## src/sv/sync_header_frame_receiver_macros.svh

```systemverilog
// Assertion macros shared by the frame receiver RTL.
`ifndef SYNC_HEADER_FRAME_RECEIVER_MACROS_SVH
`define SYNC_HEADER_FRAME_RECEIVER_MACROS_SVH

// Same-cycle implication, sampled on clk, off while rst is high.
`define SHFR_ASSERT_IMP(lbl, ante, cons, msg) \
  lbl: assert property (@(posedge clk) disable iff (rst) (ante) |-> (cons)) else $error(msg);

// Next-cycle implication, sampled on clk, off while rst is high.
`define SHFR_ASSERT_NEXT(lbl, ante, cons, msg) \
  lbl: assert property (@(posedge clk) disable iff (rst) (ante) |=> (cons)) else $error(msg);

`endif

```

## src/sv/shfr_pkg.sv

```systemverilog
// Types and constants of the sync header frame receiver.
`timescale 1ns / 1ps
package shfr_pkg;

  localparam int unsigned ByteW = 8;
  localparam int unsigned CfgIdxW = 3;

  typedef logic [ByteW-1:0] byte_t;
  typedef logic [CfgIdxW-1:0] cfg_idx_t;

  // Configuration register indexes
  localparam cfg_idx_t REG_FIRST_SYNC  = 3'd0;
  localparam cfg_idx_t REG_SECOND_SYNC = 3'd1;
  localparam cfg_idx_t REG_VERSION     = 3'd2;
  localparam cfg_idx_t REG_MAX_LEN     = 3'd3;

  // Register reset values
  localparam byte_t FIRST_SYNC_RST  = 8'd170;
  localparam byte_t SECOND_SYNC_RST = 8'd85;
  localparam byte_t VERSION_RST     = 8'd2;
  localparam byte_t MAX_LEN_RST     = 8'd128;

  typedef enum logic [2:0] {
    PH_SYNC1   = 3'd0,
    PH_SYNC2   = 3'd1,
    PH_VERSION = 3'd2,
    PH_CMD     = 3'd3,
    PH_SEQ     = 3'd4,
    PH_LEN     = 3'd5,
    PH_PAYLOAD = 3'd6
  } phase_t;

  typedef struct packed {
    byte_t first_sync;
    byte_t second_sync;
    byte_t version;
    byte_t max_len;
  } cfg_t;

  typedef struct packed {
    byte_t command;
    byte_t sequence_res;
    byte_t payload_length;
    logic  has_payload;
    byte_t payload_byte;
    byte_t byte_index;
    logic  last;
  } result_t;

  // Result handed from the parser to the output buffer
  typedef struct packed {
    logic    valid;
    result_t data;
  } push_t;

endpackage

```

## src/sv/shfr_ifs.sv

```systemverilog
// Channel interfaces: received bytes in, frame results out.
`timescale 1ns / 1ps
interface shfr_byte_if;
  logic       valid;
  logic       ready;
  logic [7:0] rx_byte;

  modport source (output valid, output rx_byte, input ready);
  modport sink (input valid, input rx_byte, output ready);
endinterface

interface shfr_frame_if;
  logic       valid;
  logic       ready;
  logic [7:0] command;
  logic [7:0] sequence_res;
  logic [7:0] payload_length;
  logic       has_payload;
  logic [7:0] payload_byte;
  logic [7:0] byte_index;
  logic       last;

  modport source (
    output valid, output command, output sequence_res, output payload_length,
    output has_payload, output payload_byte, output byte_index, output last,
    input ready
  );
  modport sink (
    input valid, input command, input sequence_res, input payload_length,
    input has_payload, input payload_byte, input byte_index, input last,
    output ready
  );
endinterface

```

## src/sv/shfr_parser.sv

```systemverilog
// Frame parser: sync hunt, header capture and payload tagging, one byte a cycle while accept is high.
`timescale 1ns / 1ps
module shfr_parser (
  input  logic            clk,
  input  logic            rst,
  input  shfr_pkg::cfg_t  cfg,
  input  logic            accept,
  input  shfr_pkg::byte_t rx_byte,
  output shfr_pkg::push_t push
);
  import shfr_pkg::*;

  phase_t phase, phase_next;
  byte_t  held_command, held_command_next;
  byte_t  held_sequence, held_sequence_next;
  byte_t  held_length, held_length_next;
  byte_t  bytes_received, bytes_received_next;
  logic   fin;

  // Final payload byte of the frame
  assign fin = ({1'b0, bytes_received} + 9'd1) >= {1'b0, held_length};

  // Next state
  always_comb begin
    phase_next          = phase;
    held_command_next   = held_command;
    held_sequence_next  = held_sequence;
    held_length_next    = held_length;
    bytes_received_next = bytes_received;
    case (phase)
      PH_SYNC2: begin
        if (rx_byte == cfg.second_sync) phase_next = PH_VERSION;
        else if (rx_byte == cfg.first_sync) phase_next = PH_SYNC2;
        else phase_next = PH_SYNC1;
      end
      PH_VERSION: begin
        if (rx_byte == cfg.version) phase_next = PH_CMD;
        else phase_next = PH_SYNC1;
      end
      PH_CMD: begin
        held_command_next = rx_byte;
        phase_next        = PH_SEQ;
      end
      PH_SEQ: begin
        held_sequence_next = rx_byte;
        phase_next         = PH_LEN;
      end
      PH_LEN: begin
        held_length_next    = rx_byte;
        bytes_received_next = '0;
        if (rx_byte > cfg.max_len || rx_byte == '0) phase_next = PH_SYNC1;
        else phase_next = PH_PAYLOAD;
      end
      PH_PAYLOAD: begin
        bytes_received_next = bytes_received + 8'd1;
        if (fin) phase_next = PH_SYNC1;
      end
      default: begin
        phase_next = (rx_byte == cfg.first_sync) ? PH_SYNC2 : PH_SYNC1;
      end
    endcase
  end

  // Result for the byte in this cycle
  always_comb begin
    push.valid               = 1'b0;
    push.data.command        = held_command;
    push.data.sequence_res   = held_sequence;
    push.data.payload_length = held_length;
    push.data.has_payload    = 1'b1;
    push.data.payload_byte   = rx_byte;
    push.data.byte_index     = bytes_received;
    push.data.last           = fin;
    case (phase)
      PH_LEN: begin
        push.valid               = accept && rx_byte == '0;
        push.data.payload_length = '0;
        push.data.has_payload    = 1'b0;
        push.data.payload_byte   = '0;
        push.data.byte_index     = '0;
        push.data.last           = 1'b1;
      end
      PH_PAYLOAD: push.valid = accept;
      default: push.valid = 1'b0;
    endcase
  end

  // Phase register
  always_ff @(posedge clk) begin
    if (rst) begin
      phase <= PH_SYNC1;
    end else if (accept) begin
      phase <= phase_next;
    end
  end

  // Held header fields and payload count
  always_ff @(posedge clk) begin
    if (accept) begin
      held_command   <= held_command_next;
      held_sequence  <= held_sequence_next;
      held_length    <= held_length_next;
      bytes_received <= bytes_received_next;
    end
  end

endmodule

```

## src/sv/shfr_out_buf.sv

```systemverilog
// Output register with a skid stage, so input keeps flowing while a result waits.
`timescale 1ns / 1ps
module shfr_out_buf (
  input  logic             clk,
  input  logic             rst,
  input  shfr_pkg::push_t  push,
  output logic             space,
  output logic             out_valid,
  output shfr_pkg::result_t out_data,
  input  logic             out_ready
);
  import shfr_pkg::*;

  logic    main_valid;
  result_t main_data;
  logic    skid_valid;
  result_t skid_data;

  // Room while the skid stage is empty
  assign space     = !skid_valid;
  assign out_valid = main_valid;
  assign out_data  = main_data;

  // Valid bits
  always_ff @(posedge clk) begin
    if (rst) begin
      main_valid <= 1'b0;
      skid_valid <= 1'b0;
    end else if (!main_valid || out_ready) begin
      main_valid <= skid_valid || push.valid;
      skid_valid <= 1'b0;
    end else if (push.valid) begin
      skid_valid <= 1'b1;
    end
  end

  // Data registers
  always_ff @(posedge clk) begin
    if (!main_valid || out_ready) begin
      main_data <= skid_valid ? skid_data : push.data;
    end else if (push.valid) begin
      skid_data <= push.data;
    end
  end

endmodule

```

## src/sv/sync_header_frame_receiver.sv

```systemverilog
// Top level: configuration registers, frame parser and output buffer.
// A result for a byte transfer is registered in the output register, or in the skid stage while that register is held.
// Throughput: one byte per cycle; rx_ch.ready drops only while both the output
// register and the skid stage hold results.
// Reset: synchronous rst returns the parser to the sync hunt, empties the buffer
// and restores the register defaults (170, 85, 2, 128).
`timescale 1ns / 1ps
`include "sync_header_frame_receiver_macros.svh"
module sync_header_frame_receiver (
  input  logic                clk,
  input  logic                rst,
  input  logic                cfg_we,
  input  shfr_pkg::cfg_idx_t  cfg_index,
  input  shfr_pkg::byte_t     cfg_data,
  shfr_byte_if.sink           rx_ch,
  shfr_frame_if.source        res_ch
);
  import shfr_pkg::*;

  cfg_t    cfg;
  logic    accept;
  logic    space;
  push_t   push;
  result_t out_data;

  // Configuration registers
  always_ff @(posedge clk) begin
    if (rst) begin
      cfg.first_sync  <= FIRST_SYNC_RST;
      cfg.second_sync <= SECOND_SYNC_RST;
      cfg.version     <= VERSION_RST;
      cfg.max_len     <= MAX_LEN_RST;
    end else if (cfg_we) begin
      case (cfg_index)
        REG_FIRST_SYNC:  cfg.first_sync  <= cfg_data;
        REG_SECOND_SYNC: cfg.second_sync <= cfg_data;
        REG_VERSION:     cfg.version     <= cfg_data;
        REG_MAX_LEN:     cfg.max_len     <= cfg_data;
        default: ;
      endcase
    end
  end

  assign rx_ch.ready = space;
  assign accept      = rx_ch.valid && space;

  shfr_parser u_parser (
    .clk     (clk),
    .rst     (rst),
    .cfg     (cfg),
    .accept  (accept),
    .rx_byte (rx_ch.rx_byte),
    .push    (push)
  );

  shfr_out_buf u_out_buf (
    .clk       (clk),
    .rst       (rst),
    .push      (push),
    .space     (space),
    .out_valid (res_ch.valid),
    .out_data  (out_data),
    .out_ready (res_ch.ready)
  );

  assign res_ch.command        = out_data.command;
  assign res_ch.sequence_res   = out_data.sequence_res;
  assign res_ch.payload_length = out_data.payload_length;
  assign res_ch.has_payload    = out_data.has_payload;
  assign res_ch.payload_byte   = out_data.payload_byte;
  assign res_ch.byte_index     = out_data.byte_index;
  assign res_ch.last           = out_data.last;

  // Empty-frame notice carries zeroed payload fields and closes the frame
  `SHFR_ASSERT_IMP(a_empty_notice, res_ch.valid && !res_ch.has_payload, res_ch.last && res_ch.byte_index == 8'd0 && res_ch.payload_byte == 8'd0 && res_ch.payload_length == 8'd0, "empty-frame notice malformed")
  // Payload index stays inside the declared length
  `SHFR_ASSERT_IMP(a_index_range, res_ch.valid && res_ch.has_payload, res_ch.byte_index < res_ch.payload_length, "payload index beyond frame length")
  // A full skid stage implies the output register is occupied
  `SHFR_ASSERT_IMP(a_skid_order, !rx_ch.ready, res_ch.valid, "skid full with empty output register")
  // A held skid entry keeps a result presented on the next cycle
  `SHFR_ASSERT_NEXT(a_skid_drain, !rx_ch.ready, res_ch.valid, "skid entry lost")

endmodule
```

## src/flat_wrapper.sv

```systemverilog
// flat-port wrapper written by rule: the top's interface ports become plain ports
module sync_header_frame_receiver_flat import shfr_pkg::*;
  (clk, rst, cfg_we, cfg_index, cfg_data, rx_ch_valid, rx_ch_rx_byte, rx_ch_ready, res_ch_valid, res_ch_command, res_ch_sequence_res, res_ch_payload_length, res_ch_has_payload, res_ch_payload_byte, res_ch_byte_index, res_ch_last, res_ch_ready);
  shfr_byte_if rx_ch_i ();
  shfr_frame_if res_ch_i ();
  input  logic clk;
  input  logic rst;
  input  logic cfg_we;
  input  shfr_pkg::cfg_idx_t cfg_index;
  input  shfr_pkg::byte_t cfg_data;
  input wire logic [$bits(rx_ch_i.valid)-1:0] rx_ch_valid;
  input wire logic [$bits(rx_ch_i.rx_byte)-1:0] rx_ch_rx_byte;
  output wire logic [$bits(rx_ch_i.ready)-1:0] rx_ch_ready;
  output wire logic [$bits(res_ch_i.valid)-1:0] res_ch_valid;
  output wire logic [$bits(res_ch_i.command)-1:0] res_ch_command;
  output wire logic [$bits(res_ch_i.sequence_res)-1:0] res_ch_sequence_res;
  output wire logic [$bits(res_ch_i.payload_length)-1:0] res_ch_payload_length;
  output wire logic [$bits(res_ch_i.has_payload)-1:0] res_ch_has_payload;
  output wire logic [$bits(res_ch_i.payload_byte)-1:0] res_ch_payload_byte;
  output wire logic [$bits(res_ch_i.byte_index)-1:0] res_ch_byte_index;
  output wire logic [$bits(res_ch_i.last)-1:0] res_ch_last;
  input wire logic [$bits(res_ch_i.ready)-1:0] res_ch_ready;
  assign rx_ch_i.valid = rx_ch_valid;
  assign rx_ch_i.rx_byte = rx_ch_rx_byte;
  assign rx_ch_ready = rx_ch_i.ready;
  assign res_ch_valid = res_ch_i.valid;
  assign res_ch_command = res_ch_i.command;
  assign res_ch_sequence_res = res_ch_i.sequence_res;
  assign res_ch_payload_length = res_ch_i.payload_length;
  assign res_ch_has_payload = res_ch_i.has_payload;
  assign res_ch_payload_byte = res_ch_i.payload_byte;
  assign res_ch_byte_index = res_ch_i.byte_index;
  assign res_ch_last = res_ch_i.last;
  assign res_ch_i.ready = res_ch_ready;
  sync_header_frame_receiver u_core (.clk(clk), .rst(rst), .cfg_we(cfg_we), .cfg_index(cfg_index), .cfg_data(cfg_data), .rx_ch(rx_ch_i), .res_ch(res_ch_i));
endmodule
```

## config.mk

```make
export PLATFORM = sky130hd
export DESIGN_NAME = sync_header_frame_receiver_flat
export DESIGN_NICKNAME = d
export VERILOG_FILES = /design/src/sv/shfr_pkg.sv /design/src/sv/shfr_ifs.sv /design/src/sv/shfr_parser.sv /design/src/sv/shfr_out_buf.sv /design/src/sv/sync_header_frame_receiver.sv /design/src/flat_wrapper.sv
export VERILOG_INCLUDE_DIRS = /design/src /design/src/sv
export SDC_FILE = /design/constraint.sdc
export NUM_CORES = 1
export LEC_CHECK = 0
export ABC_AREA = 1
export BUFFER_PORTS_ARGS = -buffer_cell sky130_fd_sc_hd__buf_2
export CAP_MARGIN = 30
export CORE_UTILIZATION = 40
export DETAILED_ROUTE_END_ITERATION = 8
export PLACE_DENSITY_LB_ADDON = 0.25
export SLEW_MARGIN = 20
export SYNTH_ARGS = -nofsm -noshare
export SYNTH_HDL_FRONTEND = slang
export SYNTH_SLANG_ARGS = --single-unit
```

## constraint.sdc

```tcl
create_clock -name clk -period 4.42 [get_ports clk]
set_clock_uncertainty 0.05 [all_clocks]
set_input_delay 0.442 -clock clk [delete_from_list [all_inputs] [get_ports clk]]
set_output_delay 0.442 -clock clk [all_outputs]
set_load 0.01 [all_outputs]
```

==> flow_metrics.tcl, run 1 <==
set metrics [dict create \
    grt_use_total_pct 16.7 \
    yosys_warnings 0 \
    tns_ns 0 \
    area_growth_pct 15.7 \
    whs_ns 0.243 \
    finalCritPeriodShare_pct 66.4 \
    final-setup-viol-count 0 \
    clockBufferDepth 2 \
    dp_hpwl_um 8870 \
    tightestPinTransition_ns 0.905 \
    synth.distinct_cells 32 \
    io_buffers 67 \
    startpoint_type "register" \
    grt_pass1_wl_um 21100 \
    endpoint_kind "register" \
    fp.dieW_um 130 \
    insertion_delay_ns 0.41 \
    syn-cell-area_um2 6600 \
    relSlewSlack_pct 39.6 \
    syn_nets 679 \
    antenna_found_initial 0 \
    yosysSeqAreaShare_pct 64.0 \
    n_antenna_cell 0 \
    power_density_nw_per_um2 399 \
    fin_crit_ns 2.94 \
    die_height_um 130 \
    layout_commonest_cell "nand2_1" \
    final_cell_mix "161 x nand2_1, 116 x edfxtp_1, 70 x inv_1" \
    cts_tree "done" \
    dp_cells 899 \
    fillers 1542 \
    pre_cts_ws_ns 1.47 \
    overflow 0 \
    first_pass_iters 4 \
    path_max_fanout 30 \
    drc 0 \
    wirelength_um 13000 \
    ir_drop_uv 248 \
    cts_setup_buffers 0 \
    placementRows 46 \
    grt_max_degree 69 \
    fmax_mhz 341 \
    cap_violations 0 \
    nNetsFinal 744 \
    hold_buffers 0 \
    vias 4307 \
    drv_slew 0 \
    crit_arrival_ns 2.96 \
    hold_violations 0 \
    ant_nets 0 \
    power.leakage_nw 3.22 \
    layoutNonFillerInstCount 931 \
    top_level_ports 68 \
    rsz0062_at_grt "no" \
    viasPerCell 4.63 \
    gp_routability_congestion 0.866 \
    outcome "finished clean" \
    synth-seq-cells 153 \
    cts-resized-gates 0 \
    drt_iter0_drc 211 \
    cts_buffers 17 \
    die-area_um2 17000 \
    drive_gt1_share_pct 16.8 \
    fin_ws_ns 1.48 \
    wire_per_inst_um 13.9 \
    start_util_pct 41.2 \
    clk_pin_slew_ns 0.06 \
    syn_area_per_cell_um2 10.3 \
    synthesis.instances 638 \
    h-tree-depth 4 \
    cp.required_ns 4.44 \
    clkSinkCount 153 \
    criticalPathCategory "reg2reg" \
    utilization_pct 47.7 \
    cts_root_buffer "clkbuf_16" \
    core_um2 16000 \
    worstHoldPathType "in2reg" \
    grt_pass1_vias 4310 \
]
-- metal layers --
layer | vias to the layer above | routed length (µm) | GRT usage (%)
met2 | 92 | 6500 | 28.9
met5 | - | 0 | 0
met3 | 18 | 463 | 3.83
li1 | 2205 | - | -
met4 | 0 | 194 | 6.56
met1 | 1992 | 5800 | 20.1
-- report_power, final --
part | internal [mW] | switching (mW)
logic | 0.0540 | 0.0976
clock network | 0.765 | 0.553
registers | 1.56 | 0.0121
-- sequential cells by signal, indices dropped and copies added, names as in the netlist --
signal                          count
u_core.cfg                         32
u_core.u_out_buf.out_data          42
u_core.u_out_buf.out_valid          1
u_core.u_out_buf.skid_data         42
u_core.u_out_buf.skid_valid         1
u_core.u_parser.bytes_received      8
u_core.u_parser.held_command        8
u_core.u_parser.held_length         8
u_core.u_parser.held_sequence       8
u_core.u_parser.phase               3
-- through the flow --
stage	instance area (µm²)	power, mW
floorplan	6600	1.70
global placement	7080	1.75
detailed placement	7080	1.76
CTS	7620	3.07
global route	7640	3.15
finish	7640	3.05
-- Yosys cell counts (all sizes together) --
library cell / instances / share of area, %
nand3: 16 / 1.2
nor4: 1 / 0.19
nand4: 5 / 0.47
xnor2: 23 / 3.1
nand3b: 1 / 0.11
edfxtp: 116 / 53
ha: 17 / 3.2
inv: 80 / 4.6
a21oi: 15 / 1.1
and2: 1 / 0.095
a31oi: 3 / 0.28
nand2: 164 / 9.5
nor3: 4 / 0.64
buf: 13 / 1.5
xor2: 4 / 0.53
clkbuf: 11 / 0.68
a22oi: 1 / 0.11
o21bai: 1 / 0.11
nor2: 73 / 4.6
dfxtp: 37 / 11
clkinv: 1 / 0.057
o21ai: 51 / 3.9
-- kinds of logic (layout without fill, tap and decap cells) --
| group | count (synthesis) | after routing | synth area share, % |
|---|---|---|---|
| adders and majority gates | 17 | 17 | 3.22 |
| AOI/OAI and AO/OA | 71 | 71 | 5.52 |
| xor gates and xnor gates | 27 | 27 | 3.58 |
| and+or+nand+nor | 265 | 265 | 16.9 |
| DFF | 153 | 153 | 64.0 |
| buffers and inverters | 105 | 182 | 6.79 |
-- worst paths after layout --
check | from | endpoint | slack [ns] | depth (start not counted)
max | u_core.u_parser.phase[1]$_SDFFE_PP0P_ | u_core.u_out_buf.skid_data[39]$_DFFE_PP_ | 1.48 | 8
min | rst | u_core.u_out_buf.out_valid$_SDFFE_PP0P_ | 0.24 | 2
max reg2reg | u_core.u_parser.phase[1]$_SDFFE_PP0P_ | u_core.u_out_buf.skid_data[39]$_DFFE_PP_ | 1.48 | 8
min reg2reg | u_core.u_parser.held_command[1]$_DFFE_PP_ | u_core.u_out_buf.skid_data[35]$_DFFE_PP_ | 0.40 | 0
-- layout make-up --
type	instances	area, µm²	area share [%]
well taps	216	270	3.54
repair buffers	70	370	4.85
clock buffers	18	429	5.62
inverters	81	304	3.98
flip-flops and latches	153	4230	55.3
multi-input cells	380	1930	25.3
clock inverters	13	104	1.36
-- critical path, cell delays in order, from the launching register on --
cell	delay, ns
dfxtp_1	0.32
inv_1	0.08
nand2_1	0.10
nor2_2	0.12
inv_2	0.21
nor2_1	0.58
a22oi_1	0.29
nor2_4	0.37
buf_4	0.44
Note: power is estimated with default switching activity, not from simulation.
==> inputs of run 2 (changes only) <==
--- a/config.mk
+++ b/config.mk
@@ -6,7 +6,7 @@
 export SDC_FILE = /design/constraint.sdc
 export NUM_CORES = 1
 export LEC_CHECK = 0
-export ABC_AREA = 1
+export ABC_AREA = 0
 export BUFFER_PORTS_ARGS = -buffer_cell sky130_fd_sc_hd__buf_2
 export CAP_MARGIN = 30
 export CORE_UTILIZATION = 40
==> constraint.sdc (replaced) <==
create_clock -name clk -period 2.76 [get_ports clk]
set_clock_uncertainty 0.05 [all_clocks]
set_input_delay 0.276 -clock clk [delete_from_list [all_inputs] [get_ports clk]]
set_output_delay 0.276 -clock clk [all_outputs]
set_load 0.01 [all_outputs]
==> run 2 against run 1 <==
Against the previous run: count of clock-buffer cells in the layout up 1; largest power group unchanged; combinational power is 74% higher; cell count is 15% lower; synthesized area is 1.4% lower; global-route usage increased by 0.96 points.
==> flow_metrics.tcl, run 2 <==
set metrics [dict create \
    criticalPathCategory "reg2reg" \
    hold_buffers 0 \
    finalCritPeriodShare_pct 97.1 \
    h-tree-depth 4 \
    cp-startpoint "u_core.u_parser.bytes_received[1]$_SDFFCE_PN0P_" \
    overflow 0 \
    cts_buffers 17 \
    dp_hpwl_um 9030 \
    insertion_delay_ns 0.42 \
    yosysMostFrequentCell "edfxtp_1" \
    clockBufferDepth 2 \
    fin_crit_ns 2.68 \
    netlist.area_leader.share_pct 53.5 \
    fmax_mhz 373 \
    grt_use_total_pct 17.6 \
    layout_commonest_cell "edfxtp_1" \
    drv_slew 0 \
    async_flop_share_pct 0 \
    synthesis.instances 480 \
    startpoint_type "register" \
    first_pass_iters 4 \
    die-area_um2 16800 \
    power.leakage_nw 2.92 \
    synth-seq-cells 153 \
    antenna_found_initial 0 \
    top_level_ports 68 \
    io_buffers 67 \
    area_growth_pct 21.1 \
    final-setup-viol-count 0 \
    gp_routability_congestion 0.785 \
    nNetsFinal 608 \
    start_util_pct 41.0 \
    outcome "finished clean" \
    utilization_pct 49.6 \
    final_cell_mix "116 x edfxtp_1, 67 x buf_2, 44 x nand2_1" \
    n_antenna_cell 0 \
    fp.dieW_um 130 \
    ys.flop_type "edfxtp_1" \
    clkSinkCount 153 \
    synth_area_leaders "edfxtp_1 54%, dfxtp_1 11%, mux2_2 7.3%, ha_1 3.3%, nand2_1 2.5%" \
    fillers 1430 \
    timing.rr.end "u_core.u_out_buf.out_data[0]$_DFFE_PP_" \
    drc 0 \
    cp.required_ns 2.88 \
    die_height_um 130 \
    relSlewSlack_pct 46.8 \
    synth.distinct_cells 46 \
    yosysTopAreaCell "edfxtp_1" \
    rrSetupSlack_ns 0.08 \
    synth_common_cells "116 x edfxtp_1, 44 x nand2_1, 42 x mux2_2, 37 x dfxtp_1, 22 x and2_1" \
    grt_pass1_vias 4019 \
    cts_root_buffer "clkbuf_16" \
    r2r-start "u_core.u_parser.bytes_received[1]$_SDFFCE_PN0P_" \
    endpoint "u_core.u_out_buf.out_data[0]$_DFFE_PP_" \
    syn_area_per_cell_um2 13.6 \
    viasPerCell 4.97 \
    tightestPinTransition_ns 0.794 \
    ir_drop_uv 388 \
    wire_per_inst_um 17.0 \
    yosys_warnings 0 \
    vias 3958 \
    drive_gt1_share_pct 31.7 \
    crit_arrival_ns 2.80 \
    clk_pin_slew_ns 0.06 \
    grt_pass1_wl_um 21600 \
    syn_nets 521 \
    hold_violations 0 \
    ant_nets 0 \
    ff2ff_path_depth 10 \
    worstHoldPathType "in2reg" \
    drt_iter0_drc 212 \
    synth_enable_flop_cells 116 \
    cts_tree "done" \
    placementRows 46 \
    cap_violations 0 \
    syn-cell-area_um2 6510 \
    wirelength_um 13500 \
    power_density_nw_per_um2 642 \
    endpoint_kind "register" \
    path_max_fanout 2 \
    whs_ns 0.0948 \
    core_um2 15900 \
    yosysSeqAreaShare_pct 64.9 \
    grt_max_degree 42 \
]
run 2: changes by cell type after synthesis, sizes merged, moves of 22 or more:
cell,delta
nor2,-53
o21ai,-48
mux2,+42
inv,-60
and2,+22
nand2,-119
run 2: power by group:
group / internal (mW) / leakage [nW] / switching, mW / total, mW
clock network: 1.34 / 0.282 / 0.926 / 2.27
registers: 2.51 / 1.41 / 0.0201 / 2.53
logic: 0.105 / 1.23 / 0.160 / 0.265
run 2: worst min-delay path by stage:
stage,startpoint,end,slack (ns),cells past startpoint
2_1_floorplan,rx_ch_rx_byte[0],u_core.u_parser.held_command[0]$_DFFE_PP_,0.32,0
3_3_place_gp,u_core.u_parser.held_sequence[3]$_DFFE_PP_,u_core.u_out_buf.skid_data[29]$_DFFE_PP_,0.38,0
3_5_place_dp,u_core.u_parser.held_sequence[2]$_DFFE_PP_,u_core.u_out_buf.skid_data[28]$_DFFE_PP_,0.39,0
4_1_cts,cfg_data[1],u_core.cfg[1]$_SDFFE_PP0P_,0.07,3
5_1_grt,cfg_data[1],u_core.cfg[25]$_SDFFE_PP1P_,0.09,3
6_report,cfg_data[0],u_core.cfg[16]$_SDFFE_PP1P_,0.09,3
run 2: per-stage QoR:
step           setup TNS [ns]  instances  cell area, µm²  total power [mW]  setup WS (ns)
2_1_floorplan               0        480            6530              2.72         0.0435
3_3_place_gp                0        759            7170              2.83         0.0809
3_5_place_dp                0        759            7170              2.84        0.00986
4_1_cts                     0        791            7750              5.11        0.00705
5_1_grt               -0.0147        796            7880              5.24        -0.0147
6_report                    0        796            7880              5.06         0.0806
run 2: cells by family (layout without fill, tap and decap cells):
kind of cell | count (synthesis) | after routing | synth area share [%]
flip-flops | 153 | 153 | 64.9
AND/OR/NAND/NOR | 135 | 135 | 10.5
multiplexers | 58 | 58 | 9.73
AO/OA/AOI/OAI | 47 | 47 | 4.88
buffers and inverters | 39 | 139 | 2.52
XOR/XNOR | 31 | 31 | 4.17
adder cells (fa/ha/maj) | 17 | 17 | 3.27
run 2: layout make-up:
cell class	instances	area (µm²)	share of cell area, %
repair buffers	87	498	6.32
inverters	20	75.1	0.953
clock inverters	13	145	1.84
clock buffers	19	433	5.49
well taps	216	270	3.43
multi-input cells	288	2230	28.3
flip-flops and latches	153	4220	53.6
run 2: routing by layer:
layer,wire length [µm],vias to the layer above,track usage (%)
li1,-,1924,-
met1,6180,1929,22.8
met2,6650,93,28.2
met3,533,12,4.46
met4,172,0,7.46
met5,0,-,0
run 2: critical path, cell delays in order (launching register included):
cell,delay (ns)
edfxtp_1,0.36
ha_2,0.21
inv_2,0.04
or3_4,0.36
xnor2_4,0.21
ha_4,0.23
and3_4,0.15
a221oi_2,0.25
o31a_2,0.22
nand3_2,0.09
mux2_4,0.27
run 2: timing repair:
action                                  CTS  global route
setup buffers                             0             5
endpoints found under the setup margin    0             3
resized for setup                         0            13
==> inputs of run 3 (changes only) <==
--- a/config.mk
+++ b/config.mk
@@ -11,6 +11,7 @@
 export CAP_MARGIN = 30
 export CORE_UTILIZATION = 40
 export DETAILED_ROUTE_END_ITERATION = 8
+export MAX_ROUTING_LAYER = met4
 export PLACE_DENSITY_LB_ADDON = 0.25
 export SLEW_MARGIN = 20
 export SYNTH_ARGS = -nofsm -noshare
==> run 3 against run 2 <==
Against the previous run: register-to-register slack is essentially flat; non-clock buffer count decreased by 2; critical endpoint unchanged; critical path depth is 1 lower; count of clock-buffer cells in the layout unchanged; largest power group unchanged.
==> flow_metrics.tcl, run 3 (same netlist as run 2, synthesis figures left out) <==
set metrics [dict create \
    outcome "finished clean" \
    fin_ws_ns 0.0781 \
    fillers 1422 \
    power_frac_comb_pct 5.0 \
    final_cell_mix "116 x edfxtp_1, 67 x buf_2, 44 x nand2_1" \
    cts_tree "done" \
    hold_path.startpoint "cfg_data[7]" \
    dp_cells 758 \
    die_height_um 130 \
    hold_violations 0 \
    fin_crit_ns 2.68 \
    seq_area_um2 4220 \
    finalCritPeriodShare_pct 97.2 \
    stdcell_area_um2 7810 \
    tightestPinTransition_ns 0.768 \
    grt_pass1_vias 3994 \
    rrSetupSlack_ns 0.08 \
    layoutNonFillerInstCount 793 \
    final-setup-viol-count 0 \
    first_pass_iters 4 \
    nNetsFinal 606 \
    antenna_found_initial 0 \
    placementRows 46 \
    vias 3993 \
    r2r-start "u_core.u_parser.bytes_received[3]$_SDFFCE_PN0P_" \
    drt_iter0_drc 254 \
    cts_root_buffer "clkbuf_16" \
    dp_hpwl_um 8980 \
    drv_slew 0 \
    pre_cts_ws_ns -0.00966 \
    cts_buffers 17 \
    wire_per_inst_um 16.9 \
    layout_commonest_cell "edfxtp_1" \
    endpoint_kind "register" \
    overflow 0 \
    clk_pin_slew_ns 0.06 \
    cp.required_ns 2.89 \
    ant_nets 0 \
    grt_pass1_wl_um 21400 \
    core_um2 15900 \
    switching_share_pct 21.1 \
    cap_violations 0 \
    relSlewSlack_pct 48.6 \
    ir_drop_uv 417 \
    path_max_fanout 4 \
    insertion_delay_ns 0.43 \
    fmax_mhz 373 \
    wirelength_um 13400 \
    start_util_pct 41.0 \
    n_antenna_cell 0 \
    internal-power_mw 4.02 \
    gp_routability_congestion 0.809 \
    p_clk_share_pct 45.3 \
    cp-startpoint "u_core.u_parser.bytes_received[3]$_SDFFCE_PN0P_" \
    seqPwrFrac_pct 49.7 \
    p_total_mw 5.09 \
    dpl-instance-area_um2 7170 \
    grt_use_total_pct 18.0 \
    io_buffers 67 \
    criticalPathCategory "reg2reg" \
    h-tree-depth 4 \
    clockBufferDepth 2 \
    viasPerCell 5.04 \
    die-area_um2 16800 \
    crit_arrival_ns 2.82 \
    rsz0062_at_grt "yes" \
    power.leakage_nw 2.91 \
    power_density_nw_per_um2 652 \
    area_growth_pct 20.1 \
    grt_max_degree 42 \
    switching_power_mw 1.07 \
    startpoint_type "register" \
    top_level_ports 68 \
    fp.dieW_um 130 \
    clkSinkCount 153 \
    multiInputGateArea_um2 2180 \
    drive_gt1_share_pct 30.5 \
    worstHoldPathType "in2reg" \
    hold_buffers 0 \
    drc 0 \
]
[run 3: cell types whose count changed in the layout (fill, tap and decap cells not counted), sizes merged]
cell	previous run	this run
bufinv	2	3
buf	87	85
clkinv	6	7
inv	24	21
[run 3: timing repair]
| action | 4_1_cts | 5_1_grt |
|---|---|---|
| buffers inserted | 1 | 3 |
| pin swaps | 3 | 10 |
| hold endpoints to repair | 0 | 0 |
| setup endpoints to repair | 1 | 3 |
| resized for setup | 4 | 3 |
[run 3: layout make-up]
| type | instances | share of cell area [%] |
|---|---|---|
| flip-flops and latches | 153 | 54.1 |
| inverters | 20 | 0.961 |
| well taps | 216 | 3.46 |
| multi-input cells | 288 | 27.9 |
| clock buffers | 19 | 5.54 |
| repair buffers | 85 | 6.18 |
| clock inverters | 12 | 1.92 |
[run 3: routing by layer]
layer	vias to the layer above	share of wire, %	global-route usage (%)
li1	1915	-	-
met1	1949	46	22.7
met2	108	47	27.8
met3	21	4.6	4.17
met4	0	1.8	7.73
met5	-	0	-
[run 3: worst max-delay path, cell delays in order, from the launching register on]
cell and delay, ns:
edfxtp_1 0.42, nand3_2 0.13, or3_4 0.41, xnor2_2 0.15, ha_1 0.30, and3_4 0.16
a221oi_2 0.24, o31a_2 0.23, nand3_2 0.09, mux2_4 0.27
[run 3: worst paths after layout]
path / endpoint / cells past startpoint
worst min-delay path: u_core.cfg[31]$_SDFFE_PP1P_ / 3
worst max-delay path: u_core.u_out_buf.out_data[0]$_DFFE_PP_ / 9
worst min register to register: u_core.u_out_buf.skid_data[33]$_DFFE_PP_ / 0
worst max register to register: u_core.u_out_buf.out_data[0]$_DFFE_PP_ / 9
[run 3: metrics by stage]
stage	TNS (ns)	utilization (%)	hold slack [ns]
finish	0	49.2	0.0863
CTS	-0.00808	49.0	0.0609
global placement	0	45.1	0.381
global route	-0.0216	49.2	0.0750
detailed placement	-0.00966	45.1	0.383
floorplan	0	-	0.325
[run 3: power groups by stage]
| stage | logic (mW) | registers, mW | clock network [mW] |
|---|---|---|---|
| 3_5_place_dp | 0.252 | 2.58 | 0 |
| 3_3_place_gp | 0.248 | 2.58 | 0 |
| 4_1_cts | 0.256 | 2.53 | 2.36 |
| 6_report | 0.255 | 2.53 | 2.31 |
| 2_1_floorplan | 0.142 | 2.58 | 0 |
| 5_1_grt | 0.283 | 2.54 | 2.46 |
